$ cat config.mk
export PLATFORM = sky130hd
export DESIGN_NAME = keypad_debounce_long_repeat
export DESIGN_NICKNAME = d
export VERILOG_FILES = /design/src/rtl/kld_pkg.sv /design/src/rtl/keypad_debounce_long_repeat.sv /design/src/rtl/kld_lane.sv /design/src/rtl/kld_merge.sv
export SDC_FILE = /design/constraint.sdc
export NUM_CORES = 2
export LEC_CHECK = 0
export ABC_AREA = 1
export BUFFER_PORTS_ARGS = -buffer_cell sky130_fd_sc_hd__buf_2
export CORE_UTILIZATION = 47
export DETAILED_ROUTE_END_ITERATION = 10
export PLACE_DENSITY = 0.65
export SETUP_SLACK_MARGIN = 0.3
export SYNTH_ARGS = -nofsm -noshare
export SYNTH_HDL_FRONTEND = slang
export SYNTH_SLANG_ARGS = --single-unit
$ cat constraint.sdc
create_clock -name i_clk -period 10 [get_ports i_clk]
set_clock_uncertainty 0.1 [all_clocks]
set_input_delay 0.5 -clock i_clk [delete_from_list [all_inputs] [get_ports i_clk]]
set_output_delay 0.5 -clock i_clk [all_outputs]
set_load 0.01 [all_outputs]
$ cat src/rtl/kld_pkg.sv
package kld_pkg;

    localparam int TickW = 32;
    localparam int SeqW  = 32;
    localparam int KeyW  = 3;

    localparam logic [3:0]  ThrReset  = 4'd3;
    localparam logic [15:0] LongReset = 16'd500;
    localparam logic [15:0] RepReset  = 16'd200;
    localparam logic [35:0] PosReset  = 36'd58884833312;

    typedef enum logic [1:0] {
        CFG_THR  = 2'd0,
        CFG_LONG = 2'd1,
        CFG_REP  = 2'd2,
        CFG_POS  = 2'd3
    } t_cfg;

    typedef enum logic [2:0] {
        KIND_PRESS   = 3'd0,
        KIND_RELEASE = 3'd1,
        KIND_SHORT   = 3'd2,
        KIND_LONG    = 3'd3,
        KIND_REPEAT  = 3'd4
    } t_kind;

    // event group raised by one key in one poll
    typedef enum logic [2:0] {
        GRP_NONE = 3'd0,
        GRP_PL   = 3'd1,   // press, long
        GRP_RP   = 3'd2,   // repeat
        GRP_PSR  = 3'd3,   // press, short, release
        GRP_RL   = 3'd4    // release after long
    } t_grp;

    function automatic logic [1:0] grp_len(input t_grp g);
        logic [1:0] len;
        case (g)
            GRP_PL:  len = 2'd2;
            GRP_RP:  len = 2'd1;
            GRP_PSR: len = 2'd3;
            GRP_RL:  len = 2'd1;
            default: len = 2'd0;
        endcase
        return len;
    endfunction

    function automatic logic grp_bump(input t_grp g);
        return (g == GRP_PL) || (g == GRP_PSR);
    endfunction

    function automatic t_kind grp_kind(input t_grp g, input logic [1:0] sub);
        t_kind kd;
        kd = KIND_PRESS;
        case (g)
            GRP_PL:  kd = (sub == 2'd0) ? KIND_PRESS : KIND_LONG;
            GRP_RP:  kd = KIND_REPEAT;
            GRP_PSR: begin
                case (sub)
                    2'd0:    kd = KIND_PRESS;
                    2'd1:    kd = KIND_SHORT;
                    default: kd = KIND_RELEASE;
                endcase
            end
            GRP_RL:  kd = KIND_RELEASE;
            default: kd = KIND_PRESS;
        endcase
        return kd;
    endfunction

endpackage

$ cat src/rtl/keypad_debounce_long_repeat.sv
// Channel | Direction | Handshake                 | Payload
// poll    | in        | i_in_valid / o_in_stall   | i_now_tick, i_matrix_bits
// event   | out       | o_out_valid / i_out_stall | o_key_index, o_event_kind,
//         |           |                           | o_sequence_number, o_last_of_poll
// config  | in        | i_cfg_valid / o_cfg_ready | i_cfg_index, i_cfg_data
//
// A poll is taken as a whole: all key lanes update together and the poll's
// events are latched into an event record. Events leave one per cycle from the
// record through an output register while the output is not stalled, at most 3
// per key of a poll; a poll without events leaves the record free for the next poll.
// The next poll is taken in the cycle the last event of the current one moves out.
// Reset clears configuration to its defaults, all key state and the sequence.
// An output stall holds the output register, then the record, then the poll input.
module keypad_debounce_long_repeat
    import kld_pkg::*;
#(
    parameter int NUM_KEYS = 6,
    parameter int NUM_ROWS = 8,
    parameter int NUM_COLS = 7
) (
    input  logic                                              i_clk,
    input  logic                                              i_rst_n,
    input  logic                                              i_in_valid,
    output logic                                              o_in_stall,
    input  logic [TickW-1:0]                                  i_now_tick,
    input  logic [NUM_ROWS*NUM_COLS-1:0]                      i_matrix_bits,
    output logic                                              o_out_valid,
    input  logic                                              i_out_stall,
    output logic [KeyW-1:0]                                   o_key_index,
    output logic [2:0]                                        o_event_kind,
    output logic [SeqW-1:0]                                   o_sequence_number,
    output logic                                              o_last_of_poll,
    input  logic                                              i_cfg_valid,
    output logic                                              o_cfg_ready,
    input  logic [1:0]                                        i_cfg_index,
    input  logic [((6*NUM_KEYS > 16) ? 6*NUM_KEYS : 16)-1:0] i_cfg_data
);

    localparam int PosW = 6 * NUM_KEYS;

    logic       accept;
    logic       in_ready;
    t_grp       grp [NUM_KEYS];

    logic [3:0]      r_thr;
    logic [15:0]     r_long;
    logic [15:0]     r_rep;
    logic [PosW-1:0] r_pos;

    assign o_cfg_ready = 1'b1;
    assign o_in_stall  = !in_ready;
    assign accept      = i_in_valid && in_ready;

    always_ff @(posedge i_clk) begin
        if (!i_rst_n) begin
            r_thr  <= ThrReset;
            r_long <= LongReset;
            r_rep  <= RepReset;
            r_pos  <= PosW'(PosReset);
        end else if (i_cfg_valid) begin
            case (t_cfg'(i_cfg_index))
                CFG_THR:  r_thr  <= i_cfg_data[3:0];
                CFG_LONG: r_long <= i_cfg_data[15:0];
                CFG_REP:  r_rep  <= i_cfg_data[15:0];
                CFG_POS:  r_pos  <= i_cfg_data[PosW-1:0];
                default: ;
            endcase
        end
    end

    for (genvar k = 0; k < NUM_KEYS; k++) begin : g_lane
        kld_lane #(
            .NUM_ROWS (NUM_ROWS),
            .NUM_COLS (NUM_COLS)
        ) u_lane (
            .i_clk    (i_clk),
            .i_rst_n  (i_rst_n),
            .i_accept (accept),
            .i_pos    (r_pos[6*k +: 6]),
            .i_matrix (i_matrix_bits),
            .i_now    (i_now_tick),
            .i_thr    (r_thr),
            .i_long   (r_long),
            .i_rep    (r_rep),
            .o_grp    (grp[k])
        );
    end

    kld_merge #(
        .NUM_KEYS (NUM_KEYS)
    ) u_merge (
        .i_clk             (i_clk),
        .i_rst_n           (i_rst_n),
        .i_accept          (accept),
        .i_grp             (grp),
        .o_in_ready        (in_ready),
        .o_out_valid       (o_out_valid),
        .i_out_stall       (i_out_stall),
        .o_key_index       (o_key_index),
        .o_event_kind      (o_event_kind),
        .o_sequence_number (o_sequence_number),
        .o_last_of_poll    (o_last_of_poll)
    );

endmodule

$ cat src/rtl/kld_lane.sv
module kld_lane
    import kld_pkg::*;
#(
    parameter int NUM_ROWS = 8,
    parameter int NUM_COLS = 7
) (
    input  logic                         i_clk,
    input  logic                         i_rst_n,
    input  logic                         i_accept,
    input  logic [5:0]                   i_pos,
    input  logic [NUM_ROWS*NUM_COLS-1:0] i_matrix,
    input  logic [TickW-1:0]             i_now,
    input  logic [3:0]                   i_thr,
    input  logic [15:0]                  i_long,
    input  logic [15:0]                  i_rep,
    output t_grp                         o_grp
);

    logic [2:0]                   row;
    logic [2:0]                   col;
    logic                         in_range;
    logic [5:0]                   bit_idx;
    logic [NUM_ROWS*NUM_COLS-1:0] shifted;
    logic                         raw;
    logic [TickW-1:0]             held;
    logic [TickW-1:0]             since;

    logic             r_raw, n_raw;
    logic             r_level, n_level;
    logic [3:0]       r_cnt, n_cnt;
    logic [TickW-1:0] r_start, n_start;
    logic             r_lr, n_lr;
    logic [TickW-1:0] r_rpt, n_rpt;

    assign row      = i_pos[5:3];
    assign col      = i_pos[2:0];
    assign in_range = (32'(row) < NUM_ROWS) && (32'(col) < NUM_COLS);
    assign bit_idx  = 6'(32'(row) * NUM_COLS + 32'(col));
    assign shifted  = i_matrix >> bit_idx;
    assign raw      = in_range & shifted[0];
    assign held     = i_now - r_start;
    assign since    = i_now - r_rpt;

    always_comb begin
        n_raw   = r_raw;
        n_level = r_level;
        n_cnt   = r_cnt;
        n_start = r_start;
        n_lr    = r_lr;
        n_rpt   = r_rpt;
        o_grp   = GRP_NONE;

        if (raw == r_raw) begin
            if (r_cnt < i_thr) n_cnt = r_cnt + 4'd1;
        end else begin
            n_raw = raw;
            n_cnt = 4'd1;
        end

        if (n_cnt >= i_thr) begin
            if (r_level == n_raw) begin
                if (r_level) begin
                    if (!r_lr && held >= {16'd0, i_long}) begin
                        n_lr  = 1'b1;
                        n_rpt = i_now;
                        o_grp = GRP_PL;
                    end else if (r_lr && since >= {16'd0, i_rep}) begin
                        n_rpt = i_now;
                        o_grp = GRP_RP;
                    end
                end
            end else begin
                n_level = n_raw;
                if (n_raw) begin
                    n_start = i_now;
                    n_lr    = 1'b0;
                end else if (!r_lr) begin
                    o_grp = GRP_PSR;
                end else begin
                    o_grp = GRP_RL;
                end
            end
        end
    end

    always_ff @(posedge i_clk) begin
        if (!i_rst_n) begin
            r_raw   <= 1'b0;
            r_level <= 1'b0;
            r_cnt   <= ThrReset;
            r_start <= '0;
            r_lr    <= 1'b0;
            r_rpt   <= '0;
        end else if (i_accept) begin
            r_raw   <= n_raw;
            r_level <= n_level;
            r_cnt   <= n_cnt;
            r_start <= n_start;
            r_lr    <= n_lr;
            r_rpt   <= n_rpt;
        end
    end

endmodule

$ cat src/rtl/kld_merge.sv
module kld_merge
    import kld_pkg::*;
#(
    parameter int NUM_KEYS = 6
) (
    input  logic            i_clk,
    input  logic            i_rst_n,
    input  logic            i_accept,
    input  t_grp            i_grp [NUM_KEYS],
    output logic            o_in_ready,
    output logic            o_out_valid,
    input  logic            i_out_stall,
    output logic [KeyW-1:0] o_key_index,
    output logic [2:0]      o_event_kind,
    output logic [SeqW-1:0] o_sequence_number,
    output logic            o_last_of_poll
);

    logic [3:0]          bump_acc;
    logic [SeqW-1:0]     lane_seq [NUM_KEYS];
    logic [NUM_KEYS-1:0] ev_mask;
    logic [NUM_KEYS-1:0] cur_oh;
    logic [NUM_KEYS-1:0] rest;
    t_grp                cur_grp;
    logic [SeqW-1:0]     cur_seq;
    logic [KeyW-1:0]     cur_key;
    logic                grp_last;
    logic                poll_last;
    logic                move;
    logic                load;

    t_grp                r_grp  [NUM_KEYS];
    logic [SeqW-1:0]     r_seqv [NUM_KEYS];
    logic [NUM_KEYS-1:0] r_pend;
    logic [1:0]          r_sub;
    logic [SeqW-1:0]     r_seq;
    logic                r_ov;
    logic [KeyW-1:0]     r_key;
    t_kind               r_kind;
    logic [SeqW-1:0]     r_seqo;
    logic                r_last;

    // running sequence per lane: each lane sees bumps of itself and lower keys
    always_comb begin
        bump_acc = 4'd0;
        for (int k = 0; k < NUM_KEYS; k++) begin
            bump_acc    = bump_acc + {3'd0, grp_bump(i_grp[k])};
            lane_seq[k] = r_seq + SeqW'(bump_acc);
            ev_mask[k]  = (i_grp[k] != GRP_NONE);
        end
    end

    // lowest pending lane goes first
    always_comb begin
        logic found;
        found   = 1'b0;
        cur_grp = GRP_NONE;
        cur_seq = '0;
        cur_key = '0;
        for (int k = 0; k < NUM_KEYS; k++) begin
            cur_oh[k] = r_pend[k] & ~found;
            found     = found | r_pend[k];
            if (cur_oh[k]) begin
                cur_grp = r_grp[k];
                cur_seq = r_seqv[k];
                cur_key = KeyW'(k);
            end
        end
    end

    assign rest       = r_pend & ~cur_oh;
    assign grp_last   = (r_sub == grp_len(cur_grp) - 2'd1);
    assign poll_last  = grp_last && (rest == '0);
    assign move       = (r_pend != '0) && (!r_ov || !i_out_stall);
    assign o_in_ready = (r_pend == '0) || (move && poll_last);
    assign load       = i_accept && (ev_mask != '0);

    always_ff @(posedge i_clk) begin
        if (!i_rst_n) begin
            r_pend <= '0;
            r_sub  <= 2'd0;
            r_seq  <= '0;
            r_ov   <= 1'b0;
        end else begin
            if (i_accept) r_seq <= r_seq + SeqW'(bump_acc);

            if (move) begin
                r_ov <= 1'b1;
            end else if (!i_out_stall) begin
                r_ov <= 1'b0;
            end

            if (load) begin
                r_pend <= ev_mask;
                r_sub  <= 2'd0;
            end else if (move) begin
                if (grp_last) begin
                    r_pend <= rest;
                    r_sub  <= 2'd0;
                end else begin
                    r_sub <= r_sub + 2'd1;
                end
            end
        end
    end

    always_ff @(posedge i_clk) begin
        if (load) begin
            for (int k = 0; k < NUM_KEYS; k++) begin
                r_grp[k]  <= i_grp[k];
                r_seqv[k] <= lane_seq[k];
            end
        end
        if (move) begin
            r_key  <= cur_key;
            r_kind <= grp_kind(cur_grp, r_sub);
            r_seqo <= cur_seq;
            r_last <= poll_last;
        end
    end

    assign o_out_valid       = r_ov;
    assign o_key_index       = r_key;
    assign o_event_kind      = r_kind;
    assign o_sequence_number = r_seqo;
    assign o_last_of_poll    = r_last;

    a_sub_range: assert property (@(posedge i_clk) disable iff (!i_rst_n)
        (r_pend != '0) |-> (r_sub < grp_len(cur_grp)))
        else $error("event step beyond group length");

    a_load_pend: assert property (@(posedge i_clk) disable iff (!i_rst_n)
        load |=> (r_pend != '0))
        else $error("poll with events left nothing pending");

    a_move_out: assert property (@(posedge i_clk) disable iff (!i_rst_n)
        move |=> r_ov)
        else $error("event moved but output register empty");

    a_seq_step: assert property (@(posedge i_clk) disable iff (!i_rst_n)
        i_accept |=> ((r_seq - $past(r_seq)) <= SeqW'(NUM_KEYS)))
        else $error("sequence advanced by more than one per key");

    a_stall_hold: assert property (@(posedge i_clk) disable iff (!i_rst_n)
        (r_ov && i_out_stall && (r_pend != '0)) |-> !o_in_ready)
        else $error("new poll taken while events still queued");

endmodule

---- Word-level counts from Yosys, hierarchy flattened ----
Memory sizes are Yosys's and may differ from the RTL's.
Cells that the tools add are included.
cells by class
  add/subtract/negate cells ............... 37
  multiply operators ...................... 6
  magnitude comparators ................... 30
  eq/ne operators ......................... 46
  shifts and indexed selects .............. 6
  muxes and demuxes ....................... 124
  bitwise logic cells ..................... 29
  reductions and logical operators ........ 92
operators with widths
  kind                                                number
  two-way mux 32 bit                                  18
  greater-or-equal comparator 32 x 16 -> 1 bit        12
  subtractor 32 bit                                   12
  >> shifter 56 x 6 -> 1 bit                          6
  adder 32 x 4 -> 32 bit                              5
  two-way mux 3 bit                                   42
  AND reduction 5 bit                                 12
  two-way mux 4 bit                                   12
  adder 6 x 3 -> 6 bit                                6
  multiplier 3 x 3 -> 6 bit (second input constant)   6
  two-way mux 1 bit                                   36
  adder 32 x 1 -> 32 bit                              1
  nonzero test 2 bit                                  14
  adder 4 x 1 -> 4 bit (second input constant)        6
  == test 3 x 2 -> 1 bit (second input constant)      8
  greater-or-equal comparator 4 bit                   6
  less-than comparator 4 bit                          6
  AND reduction 4 bit                                 6
  == test 3 x 1 -> 1 bit (second input constant)      7
  two-way mux 2 bit                                   10
  less-than comparator 3 bit (second input constant)  6
  two-way mux 6 bit                                   3
  AND reduction 3 bit                                 6
  nonzero test 3 bit                                  6
  27 further kinds                                    118
storage, ports and cells
  register bits after elaboration ......... 578
  memory bits (writable) .................. 210
  input port bits ......................... 131
  logic and storage cells ................. 421
  memories ................................ 2
memory list
  memory          words  width  read ports  clocked after Yosys merged registers in  write ports  line             source
  u_merge.r_seqv  6      32     6           0                                        6            kld_merge.sv:33  logic [SeqW-1:0] r_seqv [NUM_KEYS];
  u_merge.r_grp   6      3      6           0                                        6            kld_merge.sv:32  t_grp r_grp [NUM_KEYS];

---- Longest topological paths before layout ----
  depth in word-level cells ............... 19
  mapped depth ............................ 49
  depth with buffers taken out ............ 48

---- Cells and area by module ----
A second synthesis with hierarchy kept.
unflattened totals
  cell total of the unflattened synthesis .. 12782
  area, all modules ....................... 78043.6 um^2
modules (own cells, without submodules)
  module                           instances  cells each  area an instance (um^2)  sequential area each (um^2)
  kld_lane (g_lane[1].u_lane ...)  4          1821        10117.2                  1421.4
  kld_merge                        1          1432        14450.1                  8298.0
  kld_lane (g_lane[2].u_lane)      1          1822        10298.6                  1421.4
  kld_lane (g_lane[0].u_lane)      1          1828        10007.1                  1421.4
  keypad_debounce_long_repeat      1          416         2819.0                   1441.4

---- Worst setup path after synthesis ----
Ideal clock, no wire load.
  kind .................................... flip-flop to flip-flop
  start ................................... register r_pos[9]
  end ..................................... register u_merge.r_pend[0]
  setup time .............................. 82 ps
  arrival time ............................ 9559 ps
  required time ........................... 9818 ps
  path slack .............................. 259 ps
  cell stages (with the launch flop) ...... 31
  period minus slack after synthesis ...... 9741 ps
  cells stage by stage .................... dfxtp_1 > fa_1 > inv_1 > fa_1 > fa_1 > clkinv_1 > o311ai_0 > o31ai_1 > o21ai_0 > a31oi_1 > a211oi_1 > ha_1 > o21ai_0 > nor2_1 > ha_1 > inv_1 > nor2_1 > o211ai_1 > nand3_1 > nand2_1 > inv_1 > nand2_1 > nand2_1 > nor2_1 > nand2_1 > nor2_1 > nand2_1 > nand2_1 > inv_1 > o21ai_0 > a21oi_1
between the ends
  elaborated cells between the ends (all ways) .. 19
  classes of those cells .................. add/sub: 1; mul: 1; order compare: 1; eq/ne: 2; shift: 1; mux: 6; bitwise: 1; reduce/logical: 6
RTL lines
  item                                 line                               source
  start, declared                      keypad_debounce_long_repeat.sv:48  logic [PosW-1:0] r_pos;
  start signal, assigned               keypad_debounce_long_repeat.sv:59  r_pos <= PosW'(PosReset);
  start signal, assigned               keypad_debounce_long_repeat.sv:65  CFG_POS: r_pos <= i_cfg_data[PosW-1:0];
  multiplier 3 x 3 -> 6 bit *          kld_lane.sv:38                     assign bit_idx = 6'(32'(row) * NUM_COLS + 32'(col));
  adder 6 x 3 -> 6 bit *               kld_lane.sv:38
  >> shifter 56 x 6 -> 1 bit *         kld_lane.sv:39                     assign shifted = i_matrix >> bit_idx;
  bitwise AND 1 bit *                  kld_lane.sv:40                     assign raw = in_range & shifted[0];
  == test 1 bit *                      kld_lane.sv:53                     if (raw == r_raw) begin
  two-way mux 4 bit *                  kld_lane.sv:53
  via g_lane[1].u_lane.n_cnt[1]        kld_lane.sv:30                     logic [3:0] r_cnt, n_cnt;
  greater-or-equal comparator 4 bit *  kld_lane.sv:60                     if (n_cnt >= i_thr) begin
  two-way mux 3 bit *                  kld_lane.sv:60
  nonzero test 3 bit *                 kld_merge.sv:49                    ev_mask[k] = (i_grp[k] != GRP_NONE);
  nonzero test 6 bit *                 kld_merge.sv:76                    assign load = i_accept && (ev_mask != '0);
  logical AND 1 bit *                  kld_merge.sv:76
  via u_merge.load                     kld_merge.sv:30                    logic load;
  nonzero test 2 bit (no line)         n/a
  AND reduction 2 bit (no line)        n/a
  end signal, assigned                 kld_merge.sv:94                    r_pend <= ev_mask;
  end signal, assigned                 kld_merge.sv:98                    r_pend <= rest;
  end, declared                        kld_merge.sv:34                    logic [NUM_KEYS-1:0] r_pend;
Mark *: on every way through the listed nets, which the timed path passes. The rest lies on a longest branch.
A chain may end at the register's enable or synchronous reset.

==> key figures <==
Outcome
  • Status: completed

Drt
  • WL final: approximately 240,000 µm
  • Metal2 WL: about 110,000 µm
  • Vias: approximately 71,000
  • Highest routed layer: met5
  • DRT iter0 DRCs: slightly below 6,000
  • Residual DRC count: 0
  • Metal1 wirelength: roughly 110,000 µm
  • Vias/cell: approximately 5.3
  • DR WL met3: approximately 15,000 µm
  • ANT nets after route: 0
  • DR pass1 iterations: 6
  • Routed len/inst: about 18 µm

Synth
  • Sequential fraction of the synthesis area: 25.8%
  • Top-count cell post-synth: nand2_1
  • Synth warn: 0
  • Post-Syn Area: roughly 0.07 mm²
  • Register bit total from synthesis: 788
  • Post-synth ARST share: 0%
  • Syn_nets: 12,000
  • Synth top cells by count: nand2_1, inv_1, nor2_1
  • Top cells by area, synth: nand2_1, dfxtp_1, ha_1
  • Cells after Synth: about 11,000
  • Cell accounting for the most synthesized area: nand2_1
  • Top cell type's share of synthesized area: 17.0%
  • Syn Area/Cell: between 6 and 7 µm²
  • Post-synth EDFFs: about 250
  • Ys flop type: dfxtp_1
  • Yosys cell types: 55

Finish
  • NumNets Final: 12,100
  • Share of cells above drive strength 1: under 10%
  • Area delta synth->final: 9.56%
  • Cell Count, Final, Fillers Out: 13,300

Setup path
  • Arrival @ worst endpoint: roughly 9.6 ns
  • R2r setup slk: 0.91 ns
  • Start of the worst register-to-register path: r_pos[9]
  • CP startpoint: r_pos[9]
  • Cell repeated most along the worst path: ha_1
  • CP Launch Type: flop
  • Crit-path max cell delay: between 0.6 and 0.7 ns
  • Critical path fanouts, max: 9
  • Slowest-stage cell, CP: fa_2
  • Worst Setup Path Type: flop to flop
  • Critical path capture point type: flop
  • CP required: ~11 ns

STA
  • Fmax: 110 MHz
  • Least-Margin Pin Slew: 1.17 ns
  • Final hold violations: 0
  • Fin. max-slew vios: 0
  • Fin crit share: around nine tenths
  • Setup-failing EPs final: 0
  • Crit path time final: 9.09 ns
  • PnR worst setup slack: between 0.9 and 1 ns
  • Rel. slew slack: around 22%
  • RSZ-0062 raised after global routing: yes
  • Fin Setup TNS: 0 ns

Pwr
  • Switching portion of total power: 44.6%
  • Tot Pwr: ~0.018 W
  • PwrDens: between 200 and 250 mW/mm²
  • P_int: approximately 0.0099 W
  • Seq pwr share: about 29%
  • Comb pwr share: between 50% and 60%
  • Leakage power: 38.1 nW
  • Clk pwr share: a little over a fifth
  • Sw power: 0.00799 W
  • VDD IR max: approximately 0.6 mV

Clock network
  • CTS HTree Levels: 3
  • CTS tree: done
  • CTS clk-pin slew, worst paths: 0.06 ns
  • CTS Buf Count: 95
  • Root Buffer: clkbuf_16
  • Clock sink count: 788
  • Bufs on Longest Clock Path: 3
  • Clock latency on the worst-skew pair: 0.76 ns

GRT
  • Largest net degree at the start of global routing: between 200 and 250
  • Grt ovf: 0
  • Global-route wire length before repair: ~370,000 µm
  • Vias in the first global route: between 60,000 and 70,000
  • GRT Total Usage: between 30% and 40%
  • Antenna violations before repair: 13

Hold path
  • Hold crit path type: primary input to flop
  • HP Start: i_cfg_data[5]

Floorplanning
  • Die width: about 390 µm
  • Chip height: around 400 µm
  • DIE AREA: around 0.15 mm²
  • Cell Rows: approximately 140
  • Ports: ~170
  • Initial core utilization: 47.3%
  • Core area: about 0.15 mm²

Place
  • Post-Place Cells: 13,100
  • Detailed Place HPWL: ~180,000 µm
  • GPL Wtd Cong: 0.986
  • Port Buf Inserts: 171
  • Pre-CTS worst setup slack: 0.509 ns

Flow run
  • Number of max-cap violations: 0
## critical path, delay by kind of cell (launching register included)
kind	cells	cell delay, ns
compound gates	12	1.96
simple gates	10	0.93
flops	1	0.35
xor+xnor	1	0.15
fa+ha+maj	11	4.62
buf+inv	7	0.79
## worst paths after layout
check	endpoint	depth (start not counted)
setup / recovery	u_merge.r_seq[19]	41
hold / removal	r_pos[5]	3
setup reg to reg	u_merge.r_seq[19]	41
hold reg to reg	g_lane[2].u_lane.r_rpt[18]	2
## what timing repair did
item                                    in CTS  in global routing
setup buffers                                0                  0
resized for setup                            0                 15
endpoints found under the hold margin       23                  0
hold buffers                                23                  0
endpoints found under the setup margin       0                 43
## layout by cell type, fill, tap and decap left out, types with 9 or more instances in the layout
cell type / instances
a211oi_1: 197
a21o_1: 9
a21oi_1: 926
a31oi_1: 14
and2_1: 17
and3_1: 9
buf_2: 170
buf_4: 87
bufinv_16: 14
clkbuf_1: 17
clkbuf_16: 96
clkbuf_8: 15
clkinv_1: 12
clkinv_2: 14
clkinvlp_4: 12
dfxtp_1: 536
dlygate4sd3_1: 23
edfxtp_1: 249
fa_1: 41
ha_1: 719
inv_1: 1855
inv_2: 20
nand2_1: 3197
nand3_1: 555
nand3b_1: 55
nand4_1: 88
nor2_1: 1040
nor3_1: 99
nor4_1: 14
o211ai_1: 36
o21a_1: 11
o21ai_0: 577
o21ai_1: 9
o21bai_1: 35
o311ai_0: 28
xnor2_1: 40
xor2_1: 351
## layout make-up
| cell class | count | area (µm²) |
|---|---|---|
| clock inverters | 51 | 820 |
| clock buffers | 128 | 2670 |
| multi-input cells | 8147 | 44400 |
| flip-flops and latches | 788 | 18300 |
| well taps | 2016 | 2520 |
| diodes | 7 | 17.5 |
| inverters | 1890 | 7110 |
| repair buffers | 283 | 1790 |
| fillers | 15400 | 72100 |
## state kept, by name, summed over array words and instances, names as in the netlist
| signal | flops |
|---|---|
| u_merge.r_seqv | 192 |
| r_pos | 36 |
| g_lane.u_lane.r_cnt | 24 |
| u_merge.o_key_index | 3 |
| u_merge.r_pend | 6 |
| r_thr | 4 |
| g_lane.u_lane.r_raw | 6 |
| u_merge.o_out_valid | 1 |
| u_merge.r_sub | 2 |
| g_lane.u_lane.r_level | 6 |
| u_merge.o_event_kind | 3 |
| g_lane.u_lane.r_rpt | 192 |
| g_lane.u_lane.r_start | 192 |
| u_merge.o_sequence_number | 32 |
| u_merge.r_seq | 32 |
| g_lane.u_lane.r_lr | 6 |
| r_rep | 16 |
| u_merge.o_last_of_poll | 1 |
| u_merge.r_grp | 18 |
| r_long | 16 |
## power by group through the flow
stage / clock [W] / sequential (W) / combinational, W
finish: 0.00384 / 0.00512 / 0.00895
detailed placement: 0 / 0.00517 / 0.00881
global placement: 0 / 0.00515 / 0.00861
CTS: 0.00391 / 0.00511 / 0.00887
floorplan: 0 / 0.00529 / 0.00670
global route: 0.00402 / 0.00521 / 0.0101
## kinds of logic after synthesis
logic type | after synthesis | synth area share, %
and+or+nand+nor | 5117 | 29.3
buffers and inverters | 2180 | 11.6
AOI/OAI and AO/OA | 1876 | 14.6
DFF | 788 | 25.8
adders and majority gates | 762 | 13.9
xor gates and xnor gates | 391 | 4.83
other | 1 | 0.00529
## layer usage
| metal | global-route usage [%] | vias to the layer above |
|---|---|---|
| li1 | - | 35900 |
| met1 | 41.1 | 32500 |
| met2 | 51.9 | 2121 |
| met3 | 3.97 | 483 |
| met4 | 13.0 | 8 |
| met5 | 0 | - |
## per-stage QoR
step	hold WS, ns	instance area (µm²)	utilization [%]
global placement	0.343	73800	49.3
finish	0.0453	77600	51.8
CTS	0.00292	77600	51.8
floorplan	0.333	70900	-
detailed placement	0.350	73800	49.3
global route	0.0223	77600	51.8
Power figures use the tool's default switching activity.
